==> config.mk <==
export PLATFORM = sky130hd
export DESIGN_NAME = art_table
export DESIGN_NICKNAME = d
export VERILOG_FILES = /design/src/rtl/art_pkg.sv /design/src/rtl/art_table.sv
export SDC_FILE = /design/constraint.sdc
export NUM_CORES = 2
export LEC_CHECK = 0
export BUFFER_PORTS_ARGS = -buffer_cell sky130_fd_sc_hd__buf_2
export CORE_MARGIN = 5
export CORE_UTILIZATION = 55
export CTS_CLUSTER_SIZE = 40
export DETAILED_ROUTE_END_ITERATION = 10
export GPL_ROUTABILITY_DRIVEN = 0
export PLACE_DENSITY = 0.7
export SYNTH_ARGS = -nofsm -noshare
export SYNTH_HDL_FRONTEND = slang
export SYNTH_SLANG_ARGS = --single-unit
export TNS_END_PERCENT = 20
==> constraint.sdc <==
create_clock -name clk_i -period 27.9 [get_ports clk_i]
set_input_delay 2.79 -clock clk_i [delete_from_list [all_inputs] [get_ports clk_i]]
set_output_delay 2.79 -clock clk_i [all_outputs]
set_load 0.005 [all_outputs]
==> src/rtl/art_pkg.sv <==
package art_pkg;

  localparam int unsigned TableDepth = 16;
  localparam int unsigned IdxBits    = $clog2(TableDepth);
  localparam int unsigned CntBits    = $clog2(TableDepth + 1);
  localparam int unsigned PortBits   = 4;

  typedef enum logic [1:0] {
    MODE_CLEAR  = 2'd0,
    MODE_APPEND = 2'd1,
    MODE_ACCESS = 2'd2,
    MODE_NONE   = 2'd3
  } item_mode_e;

  typedef enum logic [1:0] {
    MAP_BLOCK = 2'd0,
    MAP_PASS  = 2'd1,
    MAP_XLATE = 2'd2,
    MAP_ALT   = 2'd3
  } map_mode_e;

  typedef enum logic [1:0] {
    ST_OK    = 2'd0,
    ST_NOMAP = 2'd1,
    ST_FULL  = 2'd2
  } status_e;

  typedef enum logic [3:0] {
    S_IDLE,
    S_INS_RD,
    S_INS_CHK,
    S_SRCH_RD,
    S_SRCH_CHK,
    S_PIECE,
    S_EMIT
  } ctl_state_e;

  // one table entry as stored
  typedef struct packed {
    logic [63:0]         base;
    logic [63:0]         lim;
    logic [63:0]         obase;
    logic [PortBits-1:0] port;
  } region_t;

  // table port between control and memory
  typedef struct packed {
    logic               we;
    logic [IdxBits-1:0] waddr;
    region_t            wdata;
    logic [IdxBits-1:0] raddr;
  } tbl_req_t;

endpackage

==> src/rtl/art_table.sv <==
module art_table
  import art_pkg::*;
(
  input  logic     clk_i,
  input  tbl_req_t req_i,
  output region_t  rdata_o
);

  region_t mem_q [TableDepth];

  // single write, registered read
  always_ff @(posedge clk_i) begin
    if (req_i.we) begin
      mem_q[req_i.waddr] <= req_i.wdata;
    end
    rdata_o <= mem_q[req_i.raddr];
  end

endmodule
==> impl_metrics.py <==
metrics = {
    "sta": {
        "fin_hold_ws_ps": 649,
        "hold_viol": 0,
        "setup_viol": 0,
        "setup_slack_ps": 21170,
        "worst_slew_pin_slew_ps": 1150,
        "setup_tns_ps": 0,
        "finalCritPeriodShare_pct": 24.1,
        "max_freq_mhz": 148,
        "rsz0062_at_grt": "no",
        "finalMaxSlewViolations": 0,
        "max_slew_margin_pct": 23.0,
        "finClkSkew_ps": 67.8,
        "post-route-min-period_ps": 6730,
    },
    "power": {
        "clkPwrFrac_pct": 42.2,
        "peakVddDrop_v": 0.0000599,
        "p_switching_w": 0.00212,
        "p_int_w": 0.00845,
        "p_seq_share_pct": 53.4,
        "p_comb_share_pct": 4.4,
        "p_leak_nw": 44.4,
        "powerDensity_mw_per_mm2": 76.5,
        "switching_share_pct": 20.0,
    },
    "setup_path": {
        "slowest_stage": "buf_4",
        "worst_ep_required_time_ps": 28710,
        "slowest_delay_ps": 880,
        "path_cells": "buf_12 > buf_12 > buf_12 > buf_4 > buf_4 > mux4_2 > a22oi_1 > nand2_1",
        "worstSetupEndpointType": "register",
        "cpMostUsedCell": "buf_12",
        "crit_type": "input port to register",
        "startpoint": "req_i[0]",
        "crit_arrival_ps": 7550,
        "cp_max_fo": 115,
        "rr_startpoint": "mem_q[1][146]$_DFFE_PP_",
        "critPathLaunchType": "input port",
    },
    "routing": {
        "drtAntennaViolNets": 0,
        "via_count": 56200,
        "drtIter0Drc": 5860,
        "wire_per_inst_um": 30.6,
        "totalWireLength_mm": 274,
        "drt-pass1-iter-count": 5,
        "vias_per_cell": 6.27,
        "drc": 0,
    },
    "floorplanning": {
        "start_util_pct": 55.3,
        "coreArea_mm2": 0.220,
        "fp.dieArea_mm2": 0.231,
        "die_y_um": 480,
        "rows": 172,
        "die_width_um": 480,
        "num_io_pins": 402,
    },
    "yosys": {
        "yosys-top-cells-area": "edfxtp_1, mux4_2, dfxtp_1, a22oi_1, mux2_2",
        "ys_ff_latch": 3332,
        "yosysWarnings": 0,
        "ys_seq_area_share_pct": 80.7,
        "yosys.area.top_type": "edfxtp_1",
        "synth.top_cell.area_share_pct": 77.4,
        "synth_area_mm2": 0.122,
        "synth-async-reset-ratio_pct": 0,
        "synth_ff_type": "edfxtp_1",
        "syn-mean-instance-area_um2": 23.8,
        "postSynthCellCount": 5116,
        "yosysMostFrequentCell": "edfxtp_1",
        "synth_edf_count": 3136,
        "post_synth_num_cell_types": 27,
        "syn_nets": 5322,
        "ys_top_cells_by_count": "edfxtp_1, mux4_2, a22oi_1, dfxtp_1, nand2_1",
    },
    "clocking": {
        "h-tree-depth": 5,
        "postCtsSetupBuffers": 0,
        "clk_latency_ps": 950,
        "cts_hold_buf": 0,
        "cts_tree": "built",
        "cts_root_buf": "clkbuf_16",
        "clkTransAtPathRegs_ps": 70,
        "cts_buffers": 338,
        "cts-resized-gates": 0,
        "clock_sinks": 3332,
        "cts_buffer_depth": 4,
    },
    "global_routing": {
        "grt_pass1_vias": 57900,
        "grt_util_all_layers_pct": 23.9,
        "grt-ovfl-total": 0,
        "grt_antenna_before_repair": 91,
        "grt_start_max_net_pins": 139,
        "grt_pass1_wl_mm": 399,
    },
    "placement": {
        "dp_slack_ps": 19940,
        "portBuffers": 401,
        "placed_cells": 8304,
        "dpl.hpwl_mm": 136,
    },
    "cells_and_area": {
        "layout-area-overhead-vs-synth_pct": 13.6,
        "layout.cells.non_filler": 8961,
        "drive_gt1_share_pct": 31.0,
        "finalNetCount": 5892,
        "finalCoreUtilization_pct": 62.8,
    },
    "min_path": {
        "hp-start": "mem_q[15][156]$_DFFE_PP_",
        "hold_class": "register to register",
    },
    "outcome": {
        "status": "complete, no violations",
    },
    "flow_run": {
        "maxCapViolCount": 0,
    },
}
## critical path: cells and delay by family
kind | cells | cell delay [ps]
multiplexers | 1 | 620
AND/OR/NAND/NOR | 1 | 90
AO/OA/AOI/OAI | 1 | 240
buffers and inverters | 5 | 3620
## cell families (layout without fill, tap and decap cells)
group           count (synthesis)  in the layout  share of synthesized area, %
buf+inv                       273           1104                          1.16
simple gates                  235            235                         0.873
flops                        3332           3332                          80.7
compound gates                416            416                          2.58
mux                           860            860                          14.7
other cells                     0             56                             0
## sequential cells by signal, indices dropped and copies added, names as in the netlist
register  cells
mem_q      3136
rdata_o     196
## layer usage
metal / vias to the layer above / global-route usage [%] / routed length (um)
li1: 23100 / - / -
met1: 30200 / 32.8 / 107000
met2: 2371 / 38.8 / 136000
met3: 528 / 4.60 / 21300
met4: 36 / 8.79 / 9180
met5: - / 0 / 215
## layout make-up
type	instances	area (um^2)
Tap cell	2958	3700
Antenna cell	56	140
Fill cell	14600	81800
Timing Repair Buffer	503	2990
Clock buffer	445	9300
Sequential cell	3332	98100
Clock inverter	156	1680
Multi-Input combinational cell	1511	22300
## final timing paths
check	to	slack (ps)	depth (start not counted)
hold reg to reg	rdata_o[156]$_DFF_P_	650	3
hold / removal	rdata_o[156]$_DFF_P_	650	3
setup / recovery	rdata_o[15]$_DFF_P_	21170	8
setup reg to reg	rdata_o[146]$_DFF_P_	26330	3
## through the flow
| step | power, W | instance area (um^2) |
|---|---|---|
| CTS | 0.0107 | 138000 |
| global placement | 0.00621 | 127000 |
| detailed placement | 0.00623 | 127000 |
| floorplan | 0.00602 | 122000 |
| global route | 0.0109 | 138000 |
| finish | 0.0106 | 138000 |
## layout by cell type, fill, tap and decap left out, types with 63 or more instances in the layout
master     netlist  routed
clkbuf_1       104      70
dfxtp_1        196     196
mux2_2          87      87
clkbuf_16        0     344
clkinv_2         0      63
buf_2           74     397
nand2_1        148     148
buf_4           31      89
mux4_2         734     734
edfxtp_1      3136    3136
a22oi_1        333     333
## power by group through the flow
| stage | clock, W | sequential (W) | combinational [W] |
|---|---|---|---|
| after global placement | 0 | 0.00575 | 0.000468 |
| after detailed placement | 0 | 0.00575 | 0.000477 |
| final | 0.00446 | 0.00564 | 0.000469 |
| after CTS | 0.00454 | 0.00565 | 0.000479 |
| after global routing | 0.00476 | 0.00565 | 0.000508 |
| after floorplan | 0 | 0.00575 | 0.000270 |
No activity file was read; power rests on OpenSTA's default activity.
